$ cat src/rtl/abwu_pkg.sv
// Shared constants, types and codes of the ADC block word unpacker.
package abwu_pkg;

    // Buffer depth for one followed block
    localparam int BLOCK_DEPTH = 8;
    localparam int HELD_W      = $clog2(BLOCK_DEPTH + 1);
    localparam int IDX_W       = (BLOCK_DEPTH > 1) ? $clog2(BLOCK_DEPTH) : 1;

    // Field widths
    localparam int WORD_W     = 32;
    localparam int TAG_W      = 8;
    localparam int CRATE_W    = 8;
    localparam int SLOT_W     = 5;
    localparam int SIZE_W     = 8;
    localparam int CHAN_W     = 6;
    localparam int SECTOR_W   = 3;
    localparam int CURRENT_W  = 12;
    localparam int TYPE_W     = 3;
    localparam int CFG_IDX_W  = 2;
    localparam int CFG_DATA_W = 8;

    // Queue sizes
    localparam int CMDQ_DEPTH = 4;
    localparam int CMDQ_PTR_W = 2;
    localparam int RES_DEPTH  = 4;
    localparam int RES_PTR_W  = 2;
    localparam int CNT_W      = 3;

    // Word type codes (type bits masked with 0x6)
    localparam logic [TYPE_W-1:0] TYPE_HEADER  = 3'd2;
    localparam logic [TYPE_W-1:0] TYPE_TRAILER = 3'd4;

    // Highest channel that carries a sector current
    localparam logic [CHAN_W-1:0] MAX_SECTOR_CHAN = 6'd5;

    // Configuration register indexes and reset values
    localparam logic [CFG_IDX_W-1:0] CFG_ADC_CRATE = 2'd0;
    localparam logic [CFG_IDX_W-1:0] CFG_ADC_SLOT  = 2'd1;
    localparam logic [CRATE_W-1:0]   CRATE_RESET   = 8'd4;
    localparam logic [SLOT_W-1:0]    SLOT_RESET    = 5'd13;

    // Result kinds
    typedef enum logic [1:0] {
        KIND_CURRENT    = 2'd0,
        KIND_NO_TRAILER = 2'd1,
        KIND_TOO_LONG   = 2'd2,
        KIND_SHORT      = 2'd3
    } kind_t;

    // Commands from the parser to the executor
    typedef enum logic [1:0] {
        OP_HOLD  = 2'd0,
        OP_START = 2'd1,
        OP_FLUSH = 2'd2,
        OP_ERROR = 2'd3
    } cmd_op_t;

    typedef struct packed {
        cmd_op_t                op;
        kind_t                  kind;
        logic                   then_long;
        logic                   mism;
        logic [SECTOR_W-1:0]    sector;
        logic [CURRENT_W-1:0]   current;
    } cmd_t;

    // Queue status toward the executor
    typedef struct packed {
        logic valid;
        cmd_t cmd;
    } cmdq_head_t;

    // One result item
    typedef struct packed {
        kind_t                  kind;
        logic [SECTOR_W-1:0]    sector;
        logic [CURRENT_W-1:0]   current;
        logic                   mism;
        logic                   last;
    } res_t;

endpackage

$ cat src/rtl/adc_block_word_unpacker.sv
// Top level of the ADC block word unpacker: parser, command queue, executor.
//
// Usage:
//   Input channel: push/full. A readout word with its trigger tag and
//   first-word mark is taken at a clock edge with push high and full low.
//   Result channel: empty/pop. The oldest result sits on kind, sector,
//   current, tag_mismatch and last while empty is low; pop takes it.
//   Configuration: cfg_valid/cfg_ready with cfg_index (0 crate, 1 slot) and
//   cfg_data; cfg_ready is always high. Write only while the block is idle.
// Timing:
//   The parser takes one word per cycle while the four-entry command queue
//   has room. Error results and block readings reach the ports through the
//   command queue and the result queue. Readings leave the single read port
//   of the reading buffer at one per cycle while the result queue has room.
// Reset:
//   Parser returns to idle, queues empty, crate 4 and slot 13. The reading
//   buffer is not cleared; entries are written before they are read.
// Stalls:
//   When pop stays low the result queue fills, the executor waits, the
//   command queue fills and full rises; nothing is dropped.
module adc_block_word_unpacker (
    input  logic                               clk,
    input  logic                               rst_n,
    input  logic                               push,
    output logic                               full,
    input  logic [abwu_pkg::WORD_W-1:0]        word,
    input  logic [abwu_pkg::TAG_W-1:0]         trigger_tag,
    input  logic                               first_word,
    output logic                               empty,
    input  logic                               pop,
    output logic [1:0]                         kind,
    output logic [abwu_pkg::SECTOR_W-1:0]      sector,
    output logic [abwu_pkg::CURRENT_W-1:0]     current,
    output logic                               tag_mismatch,
    output logic                               last,
    input  logic                               cfg_valid,
    output logic                               cfg_ready,
    input  logic [abwu_pkg::CFG_IDX_W-1:0]     cfg_index,
    input  logic [abwu_pkg::CFG_DATA_W-1:0]    cfg_data
);

    logic                   accept;
    logic                   cmd_valid;
    abwu_pkg::cmd_t         cmd;
    abwu_pkg::cmdq_head_t   head;
    logic                   cmd_pop;
    abwu_pkg::res_t         res_head;

    assign cfg_ready = 1'b1;
    assign accept    = push && !full;

    // Parser
    abwu_front u_front (
        .clk         (clk),
        .rst_n       (rst_n),
        .accept      (accept),
        .word        (word),
        .trigger_tag (trigger_tag),
        .first_word  (first_word),
        .cfg_valid   (cfg_valid),
        .cfg_index   (cfg_index),
        .cfg_data    (cfg_data),
        .cmd_valid   (cmd_valid),
        .cmd         (cmd)
    );

    // Command queue
    abwu_cmd_queue u_cmd_queue (
        .clk      (clk),
        .rst_n    (rst_n),
        .push     (cmd_valid),
        .push_cmd (cmd),
        .full     (full),
        .pop      (cmd_pop),
        .head     (head)
    );

    // Executor and result queue
    abwu_back u_back (
        .clk       (clk),
        .rst_n     (rst_n),
        .head      (head),
        .cmd_pop   (cmd_pop),
        .res_pop   (pop),
        .res_empty (empty),
        .res_head  (res_head)
    );

    // Result ports
    assign kind         = res_head.kind;
    assign sector       = res_head.sector;
    assign current      = res_head.current;
    assign tag_mismatch = res_head.mism;
    assign last         = res_head.last;

`ifndef SYNTH
    // An accepted word can only add a command when the queue had room
    a_accept_room: assert property (@(posedge clk) disable iff (!rst_n)
        cmd_valid |-> !full)
        else $error("command issued into a full queue");

    // Every popped result of a flush carries a sector in range
    a_sector_range: assert property (@(posedge clk) disable iff (!rst_n)
        (!empty && (res_head.kind == abwu_pkg::KIND_CURRENT)) |->
        (sector <= abwu_pkg::SECTOR_W'(5)))
        else $error("sector out of range");

    // Error results carry no reading
    a_error_clean: assert property (@(posedge clk) disable iff (!rst_n)
        (!empty && (res_head.kind != abwu_pkg::KIND_CURRENT)) |->
        ((sector == '0) && (current == '0) && !tag_mismatch))
        else $error("error result with reading fields set");
`endif

endmodule

$ cat src/rtl/abwu_front.sv
// Word parser: tracks headers, block position and trailers, issues commands.
module abwu_front (
    input  logic                               clk,
    input  logic                               rst_n,
    input  logic                               accept,
    input  logic [abwu_pkg::WORD_W-1:0]        word,
    input  logic [abwu_pkg::TAG_W-1:0]         trigger_tag,
    input  logic                               first_word,
    input  logic                               cfg_valid,
    input  logic [abwu_pkg::CFG_IDX_W-1:0]     cfg_index,
    input  logic [abwu_pkg::CFG_DATA_W-1:0]    cfg_data,
    output logic                               cmd_valid,
    output abwu_pkg::cmd_t                     cmd
);

    typedef enum logic [2:0] {
        PH_IDLE  = 3'b001,
        PH_BLOCK = 3'b010,
        PH_ENDED = 3'b100
    } phase_t;

    phase_t                          phase_reg, phase_next;
    logic [abwu_pkg::SIZE_W-1:0]     expected_reg, expected_next;
    logic [abwu_pkg::SIZE_W-1:0]     seen_reg, seen_next;
    logic [abwu_pkg::CRATE_W-1:0]    crate_reg;
    logic [abwu_pkg::SLOT_W-1:0]     slot_reg;

    phase_t                          ph;
    logic [abwu_pkg::SIZE_W-1:0]     seen_eff;
    logic [abwu_pkg::SIZE_W-1:0]     expected_eff;
    logic [abwu_pkg::TYPE_W-1:0]     wtype;
    logic [abwu_pkg::SIZE_W-1:0]     size;
    logic [abwu_pkg::CHAN_W-1:0]     chan;
    logic                            is_zero;
    logic                            hdr_match;
    logic                            too_long;

    // Word decode
    always_comb
    begin
        wtype     = {word[26:25], 1'b0};
        size      = word[15:8];
        chan      = word[21:16];
        is_zero   = (word == '0);
        hdr_match = (wtype == abwu_pkg::TYPE_HEADER) && (word[23:16] == crate_reg)
                    && (word[31:27] == slot_reg);
        too_long  = (size > abwu_pkg::SIZE_W'(abwu_pkg::BLOCK_DEPTH));
        // first_word clears the parser before this word
        ph           = first_word ? PH_IDLE : phase_reg;
        seen_eff     = first_word ? '0 : seen_reg;
        expected_eff = first_word ? '0 : expected_reg;
    end

    // Parser step
    always_comb
    begin
        phase_next    = phase_reg;
        expected_next = expected_reg;
        seen_next     = seen_reg;
        cmd_valid     = 1'b0;
        cmd.op        = abwu_pkg::OP_HOLD;
        cmd.kind      = abwu_pkg::KIND_CURRENT;
        cmd.then_long = 1'b0;
        cmd.mism      = (word[7:0] != trigger_tag);
        cmd.sector    = chan[abwu_pkg::SECTOR_W-1:0];
        cmd.current   = word[abwu_pkg::CURRENT_W-1:0];
        if (accept)
        begin
            phase_next    = ph;
            expected_next = expected_eff;
            seen_next     = seen_eff;
            case (ph)
                PH_BLOCK:
                begin
                    if (seen_eff >= expected_eff)
                    begin
                        phase_next = PH_IDLE;
                        cmd_valid  = 1'b1;
                        if (wtype == abwu_pkg::TYPE_TRAILER)
                        begin
                            cmd.op = abwu_pkg::OP_FLUSH;
                        end
                        else
                        begin
                            // missing trailer; same word seen again outside a block
                            cmd.op   = abwu_pkg::OP_ERROR;
                            cmd.kind = abwu_pkg::KIND_NO_TRAILER;
                            if (is_zero)
                            begin
                                phase_next = PH_ENDED;
                            end
                            else if (hdr_match)
                            begin
                                if (too_long)
                                begin
                                    cmd.then_long = 1'b1;
                                end
                                else
                                begin
                                    phase_next    = PH_BLOCK;
                                    expected_next = size;
                                    seen_next     = '0;
                                end
                            end
                        end
                    end
                    else if (is_zero)
                    begin
                        phase_next = PH_IDLE;
                        cmd_valid  = 1'b1;
                        cmd.op     = abwu_pkg::OP_ERROR;
                        cmd.kind   = abwu_pkg::KIND_SHORT;
                    end
                    else
                    begin
                        seen_next = seen_eff + 1'b1;
                        if (chan <= abwu_pkg::MAX_SECTOR_CHAN)
                        begin
                            cmd_valid = 1'b1;
                            cmd.op    = abwu_pkg::OP_HOLD;
                        end
                    end
                end
                PH_IDLE:
                begin
                    if (is_zero)
                    begin
                        phase_next = PH_ENDED;
                    end
                    else if (hdr_match)
                    begin
                        cmd_valid = 1'b1;
                        if (too_long)
                        begin
                            cmd.op   = abwu_pkg::OP_ERROR;
                            cmd.kind = abwu_pkg::KIND_TOO_LONG;
                        end
                        else
                        begin
                            cmd.op        = abwu_pkg::OP_START;
                            phase_next    = PH_BLOCK;
                            expected_next = size;
                            seen_next     = '0;
                        end
                    end
                end
                default:
                begin
                    phase_next = PH_ENDED;
                end
            endcase
        end
    end

    // State and configuration registers
    always_ff @(posedge clk or negedge rst_n)
    begin
        if (!rst_n)
        begin
            phase_reg    <= PH_IDLE;
            expected_reg <= '0;
            seen_reg     <= '0;
            crate_reg    <= abwu_pkg::CRATE_RESET;
            slot_reg     <= abwu_pkg::SLOT_RESET;
        end
        else
        begin
            phase_reg    <= phase_next;
            expected_reg <= expected_next;
            seen_reg     <= seen_next;
            if (cfg_valid && (cfg_index == abwu_pkg::CFG_ADC_CRATE))
            begin
                crate_reg <= cfg_data;
            end
            if (cfg_valid && (cfg_index == abwu_pkg::CFG_ADC_SLOT))
            begin
                slot_reg <= cfg_data[abwu_pkg::SLOT_W-1:0];
            end
        end
    end

`ifndef SYNTH
    // Inside a block the word count never passes the header's size
    a_seen_bound: assert property (@(posedge clk) disable iff (!rst_n)
        (phase_reg == PH_BLOCK) |-> (seen_reg <= expected_reg))
        else $error("words seen beyond block size");

    // A followed block never exceeds the buffer
    a_size_bound: assert property (@(posedge clk) disable iff (!rst_n)
        (phase_reg == PH_BLOCK) |->
        (expected_reg <= abwu_pkg::SIZE_W'(abwu_pkg::BLOCK_DEPTH)))
        else $error("followed block larger than buffer");

    // Only an accepted word issues a command
    a_cmd_on_accept: assert property (@(posedge clk) disable iff (!rst_n)
        cmd_valid |-> accept)
        else $error("command without accepted word");
`endif

endmodule

$ cat src/rtl/abwu_cmd_queue.sv
// Short command queue between the parser and the executor.
module abwu_cmd_queue (
    input  logic                 clk,
    input  logic                 rst_n,
    input  logic                 push,
    input  abwu_pkg::cmd_t       push_cmd,
    output logic                 full,
    input  logic                 pop,
    output abwu_pkg::cmdq_head_t head
);

    abwu_pkg::cmd_t                     entry_reg [abwu_pkg::CMDQ_DEPTH];
    logic [abwu_pkg::CMDQ_PTR_W-1:0]    wr_ptr_reg, wr_ptr_next;
    logic [abwu_pkg::CMDQ_PTR_W-1:0]    rd_ptr_reg, rd_ptr_next;
    logic [abwu_pkg::CNT_W-1:0]         count_reg, count_next;
    logic                               do_push, do_pop;

    // Pointer and count update
    always_comb
    begin
        full        = (count_reg == abwu_pkg::CNT_W'(abwu_pkg::CMDQ_DEPTH));
        head.valid  = (count_reg != '0);
        head.cmd    = entry_reg[rd_ptr_reg];
        do_push     = push && !full;
        do_pop      = pop && head.valid;
        wr_ptr_next = do_push ? wr_ptr_reg + 1'b1 : wr_ptr_reg;
        rd_ptr_next = do_pop ? rd_ptr_reg + 1'b1 : rd_ptr_reg;
        count_next  = count_reg + abwu_pkg::CNT_W'(do_push) - abwu_pkg::CNT_W'(do_pop);
    end

    always_ff @(posedge clk or negedge rst_n)
    begin
        if (!rst_n)
        begin
            wr_ptr_reg <= '0;
            rd_ptr_reg <= '0;
            count_reg  <= '0;
        end
        else
        begin
            wr_ptr_reg <= wr_ptr_next;
            rd_ptr_reg <= rd_ptr_next;
            count_reg  <= count_next;
        end
    end

    // Storage
    always_ff @(posedge clk)
    begin
        if (do_push)
        begin
            entry_reg[wr_ptr_reg] <= push_cmd;
        end
    end

`ifndef SYNTH
    // Count follows the pointers
    a_count_ptrs: assert property (@(posedge clk) disable iff (!rst_n)
        (count_reg != abwu_pkg::CNT_W'(abwu_pkg::CMDQ_DEPTH)) |->
        (abwu_pkg::CMDQ_PTR_W'(count_reg) == abwu_pkg::CMDQ_PTR_W'(wr_ptr_reg - rd_ptr_reg)))
        else $error("command queue count out of step");

    // Count never exceeds the depth
    a_count_max: assert property (@(posedge clk) disable iff (!rst_n)
        count_reg <= abwu_pkg::CNT_W'(abwu_pkg::CMDQ_DEPTH))
        else $error("command queue overflow");

    // A push into a full queue leaves the count unchanged unless popped
    a_full_hold: assert property (@(posedge clk) disable iff (!rst_n)
        (full && !pop) |=> (count_reg == abwu_pkg::CNT_W'(abwu_pkg::CMDQ_DEPTH)))
        else $error("full queue lost an entry");
`endif

endmodule

$ cat src/rtl/abwu_back.sv
// Executor: holds block readings, emits results into the result queue.
module abwu_back (
    input  logic                 clk,
    input  logic                 rst_n,
    input  abwu_pkg::cmdq_head_t head,
    output logic                 cmd_pop,
    input  logic                 res_pop,
    output logic                 res_empty,
    output abwu_pkg::res_t       res_head
);

    typedef enum logic [2:0] {
        ST_CMD   = 3'b001,
        ST_FLUSH = 3'b010,
        ST_LONG  = 3'b100
    } state_t;

    state_t                                 state_reg, state_next;
    logic [abwu_pkg::HELD_W-1:0]            held_reg, held_next;
    logic [abwu_pkg::HELD_W-1:0]            idx_reg, idx_next;
    logic                                   mism_reg, mism_next;
    logic                                   rd_valid_reg, rd_valid_next;
    logic                                   rd_last_reg, rd_last_next;
    logic [abwu_pkg::SECTOR_W+abwu_pkg::CURRENT_W-1:0] rd_data_reg;
    logic [abwu_pkg::SECTOR_W+abwu_pkg::CURRENT_W-1:0] held_mem [abwu_pkg::BLOCK_DEPTH];

    logic                                   mem_we, mem_re;
    logic [abwu_pkg::IDX_W-1:0]             mem_waddr, mem_raddr;

    abwu_pkg::res_t                         res_mem [abwu_pkg::RES_DEPTH];
    logic [abwu_pkg::RES_PTR_W-1:0]         res_wr_reg, res_rd_reg;
    logic [abwu_pkg::CNT_W-1:0]             res_count_reg, res_count_next;
    logic                                   res_we, res_re;
    abwu_pkg::res_t                         res_wdata;
    logic                                   room;

    // Executor control
    always_comb
    begin
        state_next    = state_reg;
        held_next     = held_reg;
        idx_next      = idx_reg;
        mism_next     = mism_reg;
        rd_valid_next = 1'b0;
        rd_last_next  = rd_last_reg;
        cmd_pop       = 1'b0;
        mem_we        = 1'b0;
        mem_re        = 1'b0;
        mem_waddr     = held_reg[abwu_pkg::IDX_W-1:0];
        mem_raddr     = idx_reg[abwu_pkg::IDX_W-1:0];
        // a slot is kept free for a reading in flight
        room = (int'(res_count_reg) + int'(rd_valid_reg)) < abwu_pkg::RES_DEPTH;

        // reading fetched last cycle goes out first
        res_we            = rd_valid_reg;
        res_wdata.kind    = abwu_pkg::KIND_CURRENT;
        res_wdata.sector  = rd_data_reg[abwu_pkg::SECTOR_W+abwu_pkg::CURRENT_W-1:
                                        abwu_pkg::CURRENT_W];
        res_wdata.current = rd_data_reg[abwu_pkg::CURRENT_W-1:0];
        res_wdata.mism    = mism_reg;
        res_wdata.last    = rd_last_reg;

        case (state_reg)
            ST_CMD:
            begin
                if (head.valid)
                begin
                    case (head.cmd.op)
                        abwu_pkg::OP_HOLD:
                        begin
                            cmd_pop = 1'b1;
                            if (held_reg < abwu_pkg::HELD_W'(abwu_pkg::BLOCK_DEPTH))
                            begin
                                mem_we    = 1'b1;
                                held_next = held_reg + 1'b1;
                            end
                        end
                        abwu_pkg::OP_START:
                        begin
                            cmd_pop   = 1'b1;
                            held_next = '0;
                        end
                        abwu_pkg::OP_FLUSH:
                        begin
                            cmd_pop = 1'b1;
                            if (held_reg != '0)
                            begin
                                mism_next  = head.cmd.mism;
                                idx_next   = '0;
                                state_next = ST_FLUSH;
                            end
                        end
                        default:
                        begin
                            // error results wait for the result path to be free
                            if (room && !rd_valid_reg)
                            begin
                                cmd_pop           = 1'b1;
                                held_next         = '0;
                                res_we            = 1'b1;
                                res_wdata.kind    = head.cmd.kind;
                                res_wdata.sector  = '0;
                                res_wdata.current = '0;
                                res_wdata.mism    = 1'b0;
                                res_wdata.last    = !head.cmd.then_long;
                                if (head.cmd.then_long)
                                begin
                                    state_next = ST_LONG;
                                end
                            end
                        end
                    endcase
                end
            end
            ST_FLUSH:
            begin
                if (room)
                begin
                    mem_re        = 1'b1;
                    rd_valid_next = 1'b1;
                    rd_last_next  = ((idx_reg + 1'b1) == held_reg);
                    idx_next      = idx_reg + 1'b1;
                    if ((idx_reg + 1'b1) == held_reg)
                    begin
                        held_next  = '0;
                        state_next = ST_CMD;
                    end
                end
            end
            ST_LONG:
            begin
                if (room && !rd_valid_reg)
                begin
                    res_we            = 1'b1;
                    res_wdata.kind    = abwu_pkg::KIND_TOO_LONG;
                    res_wdata.sector  = '0;
                    res_wdata.current = '0;
                    res_wdata.mism    = 1'b0;
                    res_wdata.last    = 1'b1;
                    state_next        = ST_CMD;
                end
            end
            default:
            begin
                state_next = ST_CMD;
            end
        endcase
    end

    always_ff @(posedge clk or negedge rst_n)
    begin
        if (!rst_n)
        begin
            state_reg    <= ST_CMD;
            held_reg     <= '0;
            idx_reg      <= '0;
            mism_reg     <= 1'b0;
            rd_valid_reg <= 1'b0;
            rd_last_reg  <= 1'b0;
        end
        else
        begin
            state_reg    <= state_next;
            held_reg     <= held_next;
            idx_reg      <= idx_next;
            mism_reg     <= mism_next;
            rd_valid_reg <= rd_valid_next;
            rd_last_reg  <= rd_last_next;
        end
    end

    // Reading buffer: one write port, one registered read port
    always_ff @(posedge clk)
    begin
        if (mem_we)
        begin
            held_mem[mem_waddr] <= {head.cmd.sector, head.cmd.current};
        end
        if (mem_re)
        begin
            rd_data_reg <= held_mem[mem_raddr];
        end
    end

    // Result queue
    always_comb
    begin
        res_empty      = (res_count_reg == '0);
        res_head       = res_mem[res_rd_reg];
        res_re         = res_pop && !res_empty;
        res_count_next = res_count_reg + abwu_pkg::CNT_W'(res_we)
                         - abwu_pkg::CNT_W'(res_re);
    end

    always_ff @(posedge clk or negedge rst_n)
    begin
        if (!rst_n)
        begin
            res_wr_reg    <= '0;
            res_rd_reg    <= '0;
            res_count_reg <= '0;
        end
        else
        begin
            if (res_we)
            begin
                res_wr_reg <= res_wr_reg + 1'b1;
            end
            if (res_re)
            begin
                res_rd_reg <= res_rd_reg + 1'b1;
            end
            res_count_reg <= res_count_next;
        end
    end

    always_ff @(posedge clk)
    begin
        if (res_we)
        begin
            res_mem[res_wr_reg] <= res_wdata;
        end
    end

`ifndef SYNTH
    // Held readings never exceed the buffer
    a_held_bound: assert property (@(posedge clk) disable iff (!rst_n)
        held_reg <= abwu_pkg::HELD_W'(abwu_pkg::BLOCK_DEPTH))
        else $error("held count beyond buffer depth");

    // A reading in flight always has a reserved result slot
    a_res_reserve: assert property (@(posedge clk) disable iff (!rst_n)
        (int'(res_count_reg) + int'(rd_valid_reg)) <= abwu_pkg::RES_DEPTH)
        else $error("result queue overcommitted");

    // Flushing only runs over a non-empty buffer
    a_flush_nonempty: assert property (@(posedge clk) disable iff (!rst_n)
        (state_reg == ST_FLUSH) |-> (held_reg != '0) && (idx_reg < held_reg))
        else $error("flush index outside held readings");

    // Read data arrives only from a flush read
    a_read_origin: assert property (@(posedge clk) disable iff (!rst_n)
        rd_valid_reg |-> $past(mem_re))
        else $error("reading without a buffer read");
`endif

endmodule
$ cat config.mk
export PLATFORM = sky130hd
export DESIGN_NAME = adc_block_word_unpacker
export DESIGN_NICKNAME = d
export VERILOG_FILES = /design/src/rtl/abwu_pkg.sv /design/src/rtl/adc_block_word_unpacker.sv /design/src/rtl/abwu_front.sv /design/src/rtl/abwu_cmd_queue.sv /design/src/rtl/abwu_back.sv
export SDC_FILE = /design/constraint.sdc
export NUM_CORES = 1
export LEC_CHECK = 0
export ABC_AREA = 1
export BUFFER_PORTS_ARGS = -buffer_cell sky130_fd_sc_hd__buf_4
export CORE_MARGIN = 1
export CORE_UTILIZATION = 45
export DETAILED_ROUTE_END_ITERATION = 8
export SKIP_CTS_REPAIR_TIMING = 1
export SLEW_MARGIN = 20
export SYNTH_ARGS = -nofsm -noshare
export SYNTH_HDL_FRONTEND = slang
export SYNTH_HIERARCHICAL = 1
export SYNTH_SLANG_ARGS = --single-unit
$ cat constraint.sdc
create_clock -name clk -period 7.2 [get_ports clk]
set_input_delay 1.08 -clock clk [delete_from_list [all_inputs] [get_ports clk]]
set_output_delay 1.08 -clock clk [all_outputs]
set_load 0.02 [all_outputs]
# Yosys cells after proc, flatten, opt, wreduce, memory -nomap -nowiden
# Memory sizes are Yosys's and may differ from the RTL's. A register that Yosys moved wholly into a read port is not among the register bits.
# Cells that the tools add are included.
[word_totals] ff_bits=60 elab_cells=186 mem_bits_rw=280 in_bits=56 memories=3
[memory_table] name="u_back.held_mem" words=8 width=15 rd=1 rd_ports_with_merged_regs=1 write_ports=1 line="abwu_back.sv:25" rtl="logic [abwu_pkg::SECTOR_W+abwu_pkg::CURRENT_W-1:0] held_mem [abwu_pkg::BLOCK_DEPTH];"
[memory_table] name="u_cmd_queue.entry_reg" words=4 width=21 rd=1 rd_ports_with_merged_regs=0 write_ports=1 line="abwu_cmd_queue.sv:12" rtl="abwu_pkg::cmd_t entry_reg [abwu_pkg::CMDQ_DEPTH];"
[memory_table] name="u_back.res_mem" words=4 width=19 rd=1 rd_ports_with_merged_regs=0 write_ports=1 line="abwu_back.sv:30" rtl="abwu_pkg::res_t res_mem [abwu_pkg::RES_DEPTH];"
[op_classes] eq_ne=28 n_addsub=12 n_mux=94 n_reduce_logical=27 magnitude_cmp=5
[ops] operator="$mux W8" n=13
[ops] operator="$mux W19" n=4
[ops] operator="$mux W3" n=16
[ops] operator="$mux W4" n=12
[ops] operator="$pmux W19 S2" n=1
[ops] operator="$logic_not A32 Y1" n=1
[ops] operator="$lt A32 B4 Y1 const B" n=1
[ops] operator="$pmux W8 S2" n=2
[ops] operator="$mux W1" n=31
[ops] operator="$pmux W4 S2" n=3
[ops] operator="$ne A3 B2 Y1 const B" n=4
[ops] operator="$pmux W3 S2" n=2
[ops] operator="$pmux W4 S3" n=1
[ops] operator="$mux W2" n=5
[ops] operator="$logic_and A1 B1 Y1" n=9
[ops] operator="$pmux W3 S3" n=1
[ops] operator="$add A2 B1 Y2 const B" n=4
[ops] operator="$add A4 B1 Y4 const B" n=2
[ops] operator="$add A8 B1 Y8 const B" n=1
[ops] operator="$eq A8 B8 Y1" n=1
[ops] operator="$ge A8 B8 Y1" n=1
[ops] operator="$gt A8 B4 Y1 const B" n=1
[ops] operator="$ne A2 B1 Y1 const B" n=4
[ops] operator="$ne A2 B2 Y1 const B" n=4
[ops] operator="29 further kinds" n=42

# Longest topological paths before layout
# Gate-level depths: netlist (run 1).
[depth] depth_word=10 mapped_depth=23 ltp_nobuf=22

# Cells and area by module
# Netlist (run 1), hierarchy kept.
[modules_own_cells] module="abwu_back" area_each_um2=9532.9 cells_each=773 n_inst=1 seq_area_each_um2=6862.8
[modules_own_cells] module="abwu_cmd_queue" area_each_um2=3748.6 cells_each=325 n_inst=1 seq_area_each_um2=2697.6
[modules_own_cells] module="abwu_front" area_each_um2=3012.9 cells_each=497 n_inst=1 seq_area_each_um2=807.0
[modules_own_cells] module="adc_block_word_unpacker" area_each_um2=21.3 cells_each=4 n_inst=1 seq_area_each_um2=0.0

# Worst setup path after synthesis (run 1)
# No wires, ideal clock.
[synth_timing] kind="input-to-reg" start="input port first_word" end="memory u_cmd_queue/entry_reg[0][0] (netlist name), enable pin" path_stages=15 setup_slack_ns=3.097 path_buffers=2 t_arrival_ns=3.704 path_cell_list="buf_6 -> buf_2 -> nor2_1 -> inv_1 -> ha_1 -> o21ai_0 -> nand3b_1 -> nand2_1 -> nand2_1 -> nand2_1 -> nand2_2 -> o21ai_1 -> a31oi_1 -> nand2_1 -> nor2_1"
[synth_between] elab_chain_cells=8
[synth_rtl] element="start, declared" line="adc_block_word_unpacker.sv:28" rtl="input logic first_word,"
[synth_rtl] element="$mux W8, on equally long branches" line="abwu_front.sv:50, abwu_front.sv:51"
[synth_rtl] element="$ge A8 B8 Y1" line="abwu_front.sv:75" rtl="if (seen_eff >= expected_eff)"
[synth_rtl] element="$mux W1" line="abwu_front.sv:75"
[synth_rtl] element="$pmux W1 S2 *" line="abwu_front.sv:72" rtl="case (ph)"
[synth_rtl] element="$mux W1 *" line="abwu_front.sv:67" rtl="if (accept)"
[synth_rtl] element="net cmd_valid" line="adc_block_word_unpacker.sv:43" rtl="logic cmd_valid;"
[synth_rtl] element="$logic_and A1 B1 Y1 *" line="abwu_cmd_queue.sv:24" rtl="do_push = push && !full;"
[synth_rtl] element="$mux W1 *" line="abwu_cmd_queue.sv:50" rtl="if (do_push)"
[synth_rtl] element="$mux W1 (implied by the code) *" line="abwu_cmd_queue.sv:52" rtl="entry_reg[wr_ptr_reg] <= push_cmd;"
[synth_rtl] element="end, declared" line="abwu_cmd_queue.sv:12"
# Mark *: on every way through the listed nets, which the timed path passes. The rest lies on a longest branch.

# Worst setup path after layout (run 1)
[layout_timing] start="input port first_word" end="register u_cmd_queue/count_reg[2] (netlist name)"
[layout_between] elab_chain_cells=8
[layout_rtl] element="$mux W8, on equally long branches" line="abwu_front.sv:50, abwu_front.sv:51"
[layout_rtl] element="$ge A8 B8 Y1" line="abwu_front.sv:75"
[layout_rtl] element="$mux W1" line="abwu_front.sv:75"
[layout_rtl] element="$pmux W1 S2 *" line="abwu_front.sv:72"
[layout_rtl] element="$mux W1 *" line="abwu_front.sv:67"
[layout_rtl] element="net cmd_valid" line="adc_block_word_unpacker.sv:43"
[layout_rtl] element="$logic_and A1 B1 Y1 *" line="abwu_cmd_queue.sv:24"
[layout_rtl] element="$add A3 B1 Y3 *" line="abwu_cmd_queue.sv:28" rtl="count_next = count_reg + abwu_pkg::CNT_W'(do_push) - abwu_pkg::CNT_W'(do_pop);"
[layout_rtl] element="$sub A3 B1 Y3 *" line="abwu_cmd_queue.sv:28"
[layout_rtl] element="net u_cmd_queue.count_next, one bit" line="abwu_cmd_queue.sv:15" rtl="logic [abwu_pkg::CNT_W-1:0] count_reg, count_next;"
[layout_rtl] element="end signal, assigned" line="abwu_cmd_queue.sv:43" rtl="count_reg <= count_next;"
[layout_rtl] element="end, declared" line="abwu_cmd_queue.sv:15"
# Marked as above.
# A chain may end at the register's enable or synchronous reset.

==> results.toml, run 1 <==
[sta]
period_needed_ns = 4.31
worst_pin_slew_ns = 1.00
hold_slack_ns = 0.494
slew_violations = 0
hold_viol = 0
period_share_pct = 59.8
finalSetupTns_ns = 0
clock-skew-final_ns = 0.0137
setup_viol_count_final = 0
rsz0062_at_grt = "false"
slew_headroom_pct = 33.1
max_freq_ghz = 0.232

[layout]
diodes = 0
fin_area_mm2 = 0.0186
largest_reg_flops = 120
nNetsFinal = 1734
area_growth_pct = 14.0
fill_cells = 3115
drive_gt1_share_pct = 12.6

[logic_synthesis]
syn_area_per_cell_um2 = 10.2
syn_inst = 1599
synth_seq_area_share_pct = 63.5
yosysWarnings = 6
synth.distinct_cells = 48
synth.cell_area_mm2 = 0.0163
ys_seq_elements = 355
syn-num-nets = 1681

[critical_path]
cp_max_fo = 15
worst_ep_arrival_time_ns = 4.72
start_kind = "input port"
critPathCaptureType = "flip-flop"
crit_family = "simple AND/OR/NAND/NOR gates"
crit_type = "in2reg"
cp_slowest_stage_delay_ns = 0.43
crit_slowest_cell = "nand2_1"
cp_common_cell = "ha_1"
crit_chain = "buf_4, nor2_1, ha_1, a21oi_1, nor2_1, a211oi_1, nand2_2, o21ai_1, a31oi_1, nand2_1, ha_1, inv_1, ha_1, inv_1, fa_1, nand3_1, nand2_1"
critPathBufInv = 3
reg2reg_depth = 14
cp_data_required_time_ns = 7.62
critical_path_depth = 17

[power]
power_density_mw_per_mm2 = 383
p_leak_nw = 7.53
peakVddDrop_uv = 187

[clock_network]
insertion_delay_ns = 0.53
cts_sinks = 355
htreeDepth = 2
cts_root_buf = "clkbuf_16"
clockBufferDepth = 3
cts_tree = "yes"
cts_buffers = 38
clk_pin_slew_ns = 0.06

[route]
vias_per_cell = 5.11
post_drt_wl_per_cell_um = 16.4
routed_wl_um = 35100
vias = 10940
first_pass_iters = 9
drcViolationCount = 7
postRouteAntennaNets = 0
drtIter0Drc = 695

[die]
fp.dieH_um = 192
die-area_mm2 = 0.0370
core_area_mm2 = 0.0357
rows = 69
dieWidth_um = 192
io_pins = 78
start_util_pct = 45.8

[global_route]
overflow = 0
grt_max_degree = 67
antenna_found_initial = 0
grt_pass1_vias = 10613
grtUsageTotal_pct = 19.4
grt_pass1_wl_um = 55400

[placed_design]
place_area_mm2 = 0.0172
gp_congestion = 0.881
portBuffers = 76
dp_hpwl_um = 22000

[flow_run]
cap_violations = 0

[worst_hold_path]
min_path_type = "reg2reg"
whs_path_depth = 1

[run_status]
violations = "design-rule violations"
status = "finished with violations"
worst reg2reg max path, stage by stage, from the launching register on:
cell	delay (ns)
dfrtp_1	0.40
nor2_1	0.09
nand2_1	0.15
inv_1	0.09
nor2_2	0.55
inv_1	0.54
a31oi_1	0.44
nand2_1	0.36
ha_1	0.40
inv_1	0.06
ha_1	0.14
inv_1	0.05
fa_1	0.40
nand3_1	0.10
nand2_1	0.05
stage by stage:
stage / std cells / util, % / power [mW] / setup slack, ns
2_1_floorplan: 1599 / - / 4.39 / 3.10
6_report: 2141 / 52.2 / 7.12 / 2.89
3_3_place_gp: 2073 / 48.2 / 5.00 / 2.63
5_1_grt: 2141 / 52.2 / 7.56 / 2.69
4_1_cts: 2141 / 52.1 / 7.19 / 3.07
3_5_place_dp: 2073 / 48.2 / 5.05 / 2.55
synthesized netlist by cell type, drive strengths merged:
cell     count  share of area, %
a22oi        2             0.092
inv        176               4.1
o21ai      155               4.8
xnor2        9              0.48
dfrtp       54               8.3
clkbuf      28              0.64
a21oi       17              0.54
dfstp        6              0.97
nand3b       3              0.14
conb         1             0.023
o32ai       30               1.6
ha          24               1.8
nor2       264               6.4
o31ai        1             0.046
a211oi       1             0.046
o2111ai      1             0.054
nand3       65               2.2
or4          1             0.046
or2          2             0.077
fa           2              0.25
and3         1             0.038
nor3        15              0.52
buf         47               2.1
a31oi        3              0.12
nand2      346               8.1
mux2         1             0.069
edfxtp     295                54
o22ai       19              0.73
xor2        10              0.54
nand4       14              0.54
clkinv       1             0.054
o211ai       5              0.26
worst paths after layout:
kind                            slack [ns]                               start                                    end
min in group asynchronous             0.63                               rst_n       u_back/res_rd_reg[1]$_DFFE_PN0P_
max in group asynchronous             6.00                               rst_n  u_cmd_queue/rd_ptr_reg[0]$_DFFE_PN0P_
worst min-delay path                  0.49  u_cmd_queue/count_reg[0]$_DFF_PN0_     u_cmd_queue/count_reg[0]$_DFF_PN0_
worst min register to register        0.49  u_cmd_queue/count_reg[0]$_DFF_PN0_     u_cmd_queue/count_reg[0]$_DFF_PN0_
worst max register to register        3.26  u_cmd_queue/count_reg[1]$_DFF_PN0_     u_cmd_queue/count_reg[2]$_DFF_PN0_
worst max-delay path                  2.89                          first_word     u_cmd_queue/count_reg[2]$_DFF_PN0_
cell type report:
cell class	instances	area [um^2]	share of cell area, %
inverter	177	679	3.65
clock inverter	23	345	1.86
tap	461	577	3.10
timing repair buffer	88	661	3.55
sequential	355	10400	55.8
multi-input combinational	992	4930	26.5
clock buffer	45	1040	5.58
kinds of logic after synthesis:
family / after synthesis / share of synthesized area, %
buffers and inverters: 252 / 6.89
adder cells (fa/ha/maj): 26 / 2.09
multiplexers: 1 / 0.0690
XOR/XNOR: 19 / 1.02
flip-flops: 355 / 63.5
AO/OA/AOI/OAI: 234 / 8.25
AND/OR/NAND/NOR: 711 / 18.1
other: 1 / 0.0230
layout by cell type, fill, tap and decap left out, types with 19 or more instances in the layout:
cell and n:
buf_4 88, clkbuf_16 39, dfrtp_1 52, edfxtp_1 295, ha_1 24, inv_1 165, nand2_1 338, nand3_1 59
nor2_1 249, o21ai_0 118, o21ai_1 37, o22ai_1 19, o32ai_1 30
routing by layer:
metal	vias to the layer above	GRT usage (%)	wire, um	share of wire, %
met1	5190	25.7	15500	44
met2	225	32.3	16800	48
met5	-	0	0	0
met3	54	2.95	1740	5.0
met4	0	7.12	1000	2.9
li1	5471	-	-	-
where the power goes:
part,switching (mW),internal (mW)
registers,0.130,2.65
clock network,0.777,1.35
logic,1.54,0.674
(Power assumes the default switching activity.)
==> inputs of run 2 (changes only) <==
Clock period 7.2 ns to 4.2 ns, I/O delays scaled along.
==> run 2 against run 1 <==
Compared with the run above: the run still ends with design-rule violations left; register-to-register slack lost 2.3 ns; wire length shrank 0.41%; die area is the same; flip-flop and latch count is the same; critical path type is now reg2reg.
==> results.toml, run 2 (synthesis gave the netlist of run 1 again) <==
[clock_network]
cts_buffers = 39
clk_pin_slew_ns = 0.06
clockBufferDepth = 3
htreeDepth = 2
cts_tree = "yes"
cts_root_buf = "clkbuf_16"
insertion_delay_ns = 0.53
cts_sinks = 355

[run_status]
status = "finished with violations"
violations = "design-rule violations"

[layout]
drive_gt1_share_pct = 13.5
final_cell_mix = "nand2_1, edfxtp_1, nor2_1"
fill_cells = 3159
diodes = 0
largest_reg_flops = 120
nNetsFinal = 1751
final_util_pct = 52.3
area_growth_pct = 14.3
final_common_cell = "nand2_1"

[placed_design]
gp_congestion = 0.855
portBuffers = 76
dp_hpwl_um = 22100

[global_route]
overflow = 0
grt_max_degree = 64
grtUsageTotal_pct = 19.3
grt_pass1_wl_um = 55200
antenna_found_initial = 0
grt_pass1_vias = 10463

[route]
drtIter0Drc = 715
vias = 10960
drt-met1-wl_um = 15500
top_layer_used = "met4"
post_drt_wl_per_cell_um = 16.2
drcViolationCount = 9
vias_per_cell = 5.07
met2_length_um = 17700
dr_wl_met3_um = 1180
routed_wl_um = 34900
postRouteAntennaNets = 0
first_pass_iters = 7

[power]
peakVddDrop_uv = 403
p_leak_nw = 7.60
power_mw = 12.2
power_density_mw_per_mm2 = 652

[sta]
period_needed_ns = 3.26
setup_viol_count_final = 0
rsz0062_at_grt = "false"
hold_viol = 0
finalSetupTns_ns = 0
worst_pin_slew_ns = 0.821
max_freq_ghz = 0.307
slew_headroom_pct = 45.3
clock-skew-final_ns = 0.0154
period_share_pct = 77.5
slew_violations = 0

[critical_path]
cp_common_cell = "nand2_1"
r2r-end = "u_cmd_queue/count_reg[2]$_DFF_PN0_"
cp_data_required_time_ns = 4.62
start_kind = "flip-flop"
rrSetupSlack_ns = 0.94
crit_type = "reg2reg"
cp_max_fo = 5
endpoint = "u_cmd_queue/count_reg[2]$_DFF_PN0_"
reg2reg_depth = 20
crit_chain = "inv_1, nor2_1, inv_1, ha_1, o21ai_0, nand3b_1, nand2_1, nand2_1, nand2_1, nand2_2, o21ai_1, a31oi_1, nand2_1, ha_1, inv_1, ha_1, inv_1, fa_1, nand3_1, nand2_1"
critPathCaptureType = "flip-flop"
crit_slowest_cell = "fa_1"
cp_slowest_stage_delay_ns = 0.40
critical_path_depth = 20
worst_ep_arrival_time_ns = 3.68
critPathLaunch = "u_front/seen_reg[0]$_DFFE_PN0P_"
worst_r2r_startpoint = "u_front/seen_reg[0]$_DFFE_PN0P_"
critPathBufInv = 4
crit_family = "adder cells"

[die]
core_area_mm2 = 0.0357
fp.dieH_um = 192
die-area_mm2 = 0.0370
dieWidth_um = 192
rows = 69
start_util_pct = 45.8
io_pins = 78

[flow_run]
cap_violations = 0

[worst_hold_path]
min_path_type = "in2async"
[run 2: routing by layer]
| metal | track usage, % | up-vias |
|---|---|---|
| li1 | - | 5515 |
| met1 | 24.9 | 5211 |
| met2 | 34.3 | 191 |
| met3 | 2.24 | 43 |
| met4 | 4.94 | 0 |
| met5 | 0 | - |
[run 2: how the worst min path moves through the flow]
stage                                                from                                     to  slack [ns]  cells past startpoint
floorplan                                           rst_n         u_back/held_reg[0]$_DFFE_PN0P_        0.33                      0
global placement    u_cmd_queue/rd_ptr_reg[1]$_DFFE_PN0P_  u_cmd_queue/rd_ptr_reg[1]$_DFFE_PN0P_        0.48                      2
detailed placement       u_front/phase_reg[1]$_DFFE_PN0P_       u_front/phase_reg[1]$_DFFE_PN0P_        0.48                      2
CTS                                                 rst_n       u_back/res_rd_reg[0]$_DFFE_PN0P_        0.23                      1
global route                                        rst_n       u_back/res_rd_reg[1]$_DFFE_PN0P_        0.27                      1
finish                                              rst_n       u_back/res_rd_reg[1]$_DFFE_PN0P_        0.20                      1
[run 2: per-stage QoR]
| step | instances | setup WS (ns) | hold slack [ns] | instance area, um^2 |
|---|---|---|---|---|
| CTS | 2161 | 0.942 | 0.226 | 18700 |
| finish | 2161 | 0.943 | 0.199 | 18700 |
| global route | 2161 | 0.606 | 0.266 | 18700 |
| global placement | 2089 | 0.568 | 0.476 | 17300 |
| floorplan | 1599 | 0.547 | 0.334 | 16300 |
| detailed placement | 2089 | 0.491 | 0.480 | 17300 |
[run 2: worst register-to-register path, stage by stage (launching register included)]
cell	delay (ns)
dfrtp_1	0.34
inv_1	0.07
nor2_1	0.24
inv_1	0.11
ha_1	0.29
o21ai_0	0.16
nand3b_1	0.09
nand2_1	0.06
nand2_1	0.05
nand2_1	0.06
nand2_2	0.05
o21ai_1	0.28
a31oi_1	0.20
nand2_1	0.13
ha_1	0.23
inv_1	0.06
ha_1	0.14
inv_1	0.05
fa_1	0.40
nand3_1	0.10
nand2_1	0.05
[run 2: layout make-up]
type / instances / area, um^2 / share of cell area, %
multi-input cells: 992 / 4870 / 26.1
clock inverters: 24 / 338 / 1.81
repair buffers: 104 / 781 / 4.19
well taps: 461 / 577 / 3.09
inverters: 177 / 679 / 3.64
clock buffers: 48 / 1040 / 5.57
flip-flops and latches: 355 / 10400 / 55.6
[run 2: power by group]
group	switching [mW]	total [mW]	leakage [nW]	internal, mW
Clock	1.38	3.59	0.674	2.21
Sequential	0.291	4.83	3.42	4.53
Combinational	2.57	3.75	3.51	1.19
==> inputs of run 3 (changes only) <==
Settings changed: ABC_AREA 1 to 0.
Clock period 4.2 ns to 3.3 ns, I/O delays scaled along.
==> run 3 against run 2 <==
Compared with the run above: the run now ends clean; synthesized cell count is 45% lower; combinational power decreased by 72%; clock power is 18% higher; global-route usage is 2.2 points lower; critical endpoint unchanged.
==> results.toml, run 3 <==
[route]
post_drt_wl_per_cell_um = 18.5
vias = 8062
first_pass_iters = 6
vias_per_cell = 5.34
drt-met1-wl_um = 12600
routed_wl_um = 27900
dr_wl_met3_um = 1290
drtIter0Drc = 441
top_layer_used = "met4"
postRouteAntennaNets = 0
drcViolationCount = 0
met2_length_um = 13600

[logic_synthesis]
synth_edf_count = 295
syn_inst = 883
synth_seq_area_share_pct = 68.5
yosysTopAreaCell = "edfxtp_1"
synth.cell_area_mm2 = 0.0151
yosysMostFrequentCell = "edfxtp_1"
syn_area_per_cell_um2 = 17.1
synthTopCellsByCount = "edfxtp_1, mux4_2, dfrtp_1, nand2_1, mux2_2"
syn-num-nets = 965
synth_top_area_share_pct = 58.5
ys_seq_elements = 355
synth.area.top_cells = "edfxtp_1, mux4_2, dfrtp_1"
ys.flop_type = "edfxtp_1"
yosysWarnings = 6
synth.distinct_cells = 79
async_flop_share_pct = 16.9

[clock_network]
insertion_delay_ns = 0.52
htreeDepth = 2
clk_pin_slew_ns = 0.06
cts_root_buf = "clkbuf_16"
cts_tree = "yes"
clockBufferDepth = 3
cts_sinks = 355
cts_buffers = 39

[die]
start_util_pct = 46.2
die-area_mm2 = 0.0344
io_pins = 78
fp.dieH_um = 185
rows = 66
dieWidth_um = 185
core_area_mm2 = 0.0328

[worst_hold_path]
min_path_type = "in2async"

[layout]
area_growth_pct = 19.3
fill_cells = 2623
diodes = 0
fin_cells = 1509
largest_reg_flops = 120
final_cell_mix = "edfxtp_1, buf_4, mux4_2"
final_common_cell = "edfxtp_1"
nNetsFinal = 1121
drive_gt1_share_pct = 33.9

[global_route]
antenna_found_initial = 0
grtUsageTotal_pct = 17.1
grt_max_degree = 61
grt_pass1_vias = 8316
grt_pass1_wl_um = 45000
overflow = 0

[run_status]
status = "completed"

[critical_path]
r2r-end = "u_cmd_queue/count_reg[2]$_DFF_PN0_"
rrSetupSlack_ns = 0.18
crit_type = "reg2reg"
reg2reg_depth = 16
critPathCaptureType = "flip-flop"
start_kind = "flip-flop"
cp_data_required_time_ns = 3.70
worst_ep_arrival_time_ns = 3.52
cp_max_fo = 5
worst_r2r_startpoint = "u_front/seen_reg[4]$_DFFE_PN0P_"

[sta]
clock-skew-final_ns = 0.0148
max_freq_ghz = 0.321
period_share_pct = 94.5
period_needed_ns = 3.12
rsz0062_at_grt = "false"
setup_viol_count_final = 0
hold_viol = 0
slew_violations = 0
hold_slack_ns = 0.0818
slew_headroom_pct = 30.1
worst_pin_slew_ns = 1.05

[flow_run]
cap_violations = 0

[power]
p_leak_nw = 6.50
peakVddDrop_uv = 338
power_density_mw_per_mm2 = 570

[placed_design]
gp_congestion = 0.859
dp_hpwl_um = 18300
dp.cells = 1435
portBuffers = 76
-- run 3: changes by cell type in the layout (fill, tap and decap cells not counted), moves of 18 or more --
cell	before	now
nor2b_1	0	22
o21ai_0	118	15
mux2_2	0	31
o21ai_1	37	0
buf_4	104	158
o32ai_1	30	0
nand2_1	338	35
mux4_2	0	67
inv_1	166	24
o22ai_1	19	1
nor2_1	249	24
nand3_1	59	20
-- run 3: logic make-up (layout without fill, tap and decap cells) --
group	count (synthesis)	count (layout)	synth area share [%]
multiplexers	104	104	13.0
other	1	1	0.0248
adder cells (fa/ha/maj)	26	26	2.25
flip-flops	355	355	68.5
buffers and inverters	75	259	2.65
AO/OA/AOI/OAI	81	81	3.79
XOR/XNOR	35	35	2.02
AND/OR/NAND/NOR	206	206	7.77
-- run 3: where the power goes --
part	switching (mW)	internal, mW
Clock	1.67	2.56
Sequential	0.115	4.90
Combinational	0.506	0.551
Total	2.29	8.01
-- run 3: area by class of cell --
class                      instances  area, um^2  share of cell area (%)
clock buffer                      49        1040                    5.78
clock inverter                    20         216                    1.20
inverter                          27         101                   0.561
sequential                       355       10400                    57.4
multi-input combinational        453        4490                    24.9
timing repair buffer             163        1290                    7.12
tap                              442         553                    3.06
-- run 3: stage by stage --
step                setup TNS [ns]  instance area (um^2)  setup WS, ns  util (%)  total power, mW
floorplan                   -0.414                 15300        -0.250         -             5.78
global placement            -0.409                 16800        -0.246      51.1             6.16
detailed placement          -0.449                 16800        -0.273      51.1             6.17
CTS                              0                 18000        0.0451      54.9             10.4
global route                     0                 18100       0.00871      55.1             10.7
finish                           0                 18100         0.181      55.1             10.3
-- run 3: how the worst max path moves through the flow --
stage | from | endpoint | slack, ns | cells past startpoint
final | u_front/seen_reg[4]$_DFFE_PN0P_ | u_cmd_queue/count_reg[2]$_DFF_PN0_ | 0.18 | 16
after global routing | u_front/seen_reg[5]$_DFFE_PN0P_ | u_cmd_queue/count_reg[2]$_DFF_PN0_ | 0.009 | 16
after CTS | u_front/seen_reg[0]$_DFFE_PN0P_ | u_cmd_queue/count_reg[2]$_DFF_PN0_ | 0.05 | 18
after detailed placement | word[8] | u_cmd_queue/count_reg[2]$_DFF_PN0_ | -0.27 | 15
after global placement | word[8] | u_cmd_queue/count_reg[2]$_DFF_PN0_ | -0.25 | 15
after floorplan | first_word | u_cmd_queue/count_reg[2]$_DFF_PN0_ | -0.25 | 18
-- run 3: worst max-delay path, cell delays in order, from the launching register on --
cell	delay, ns
dfrtp_1	0.42
nor2b_1	0.15
ha_1	0.29
nand2_1	0.05
a211o_1	0.28
o211a_1	0.26
nand2_2	0.09
o21ai_2	0.06
a21oi_2	0.16
nand2_1	0.08
ha_1	0.26
inv_1	0.06
ha_2	0.16
inv_2	0.04
fa_2	0.39
xnor2_2	0.14
xnor2_1	0.13
-- run 3: per-layer routing --
| layer | vias to the layer above | track usage [%] |
|---|---|---|
| met5 | - | 0 |
| met4 | 0 | 4.03 |
| met3 | 37 | 3.19 |
| met2 | 198 | 28.6 |
| met1 | 4063 | 23.1 |
| li1 | 3764 | - |
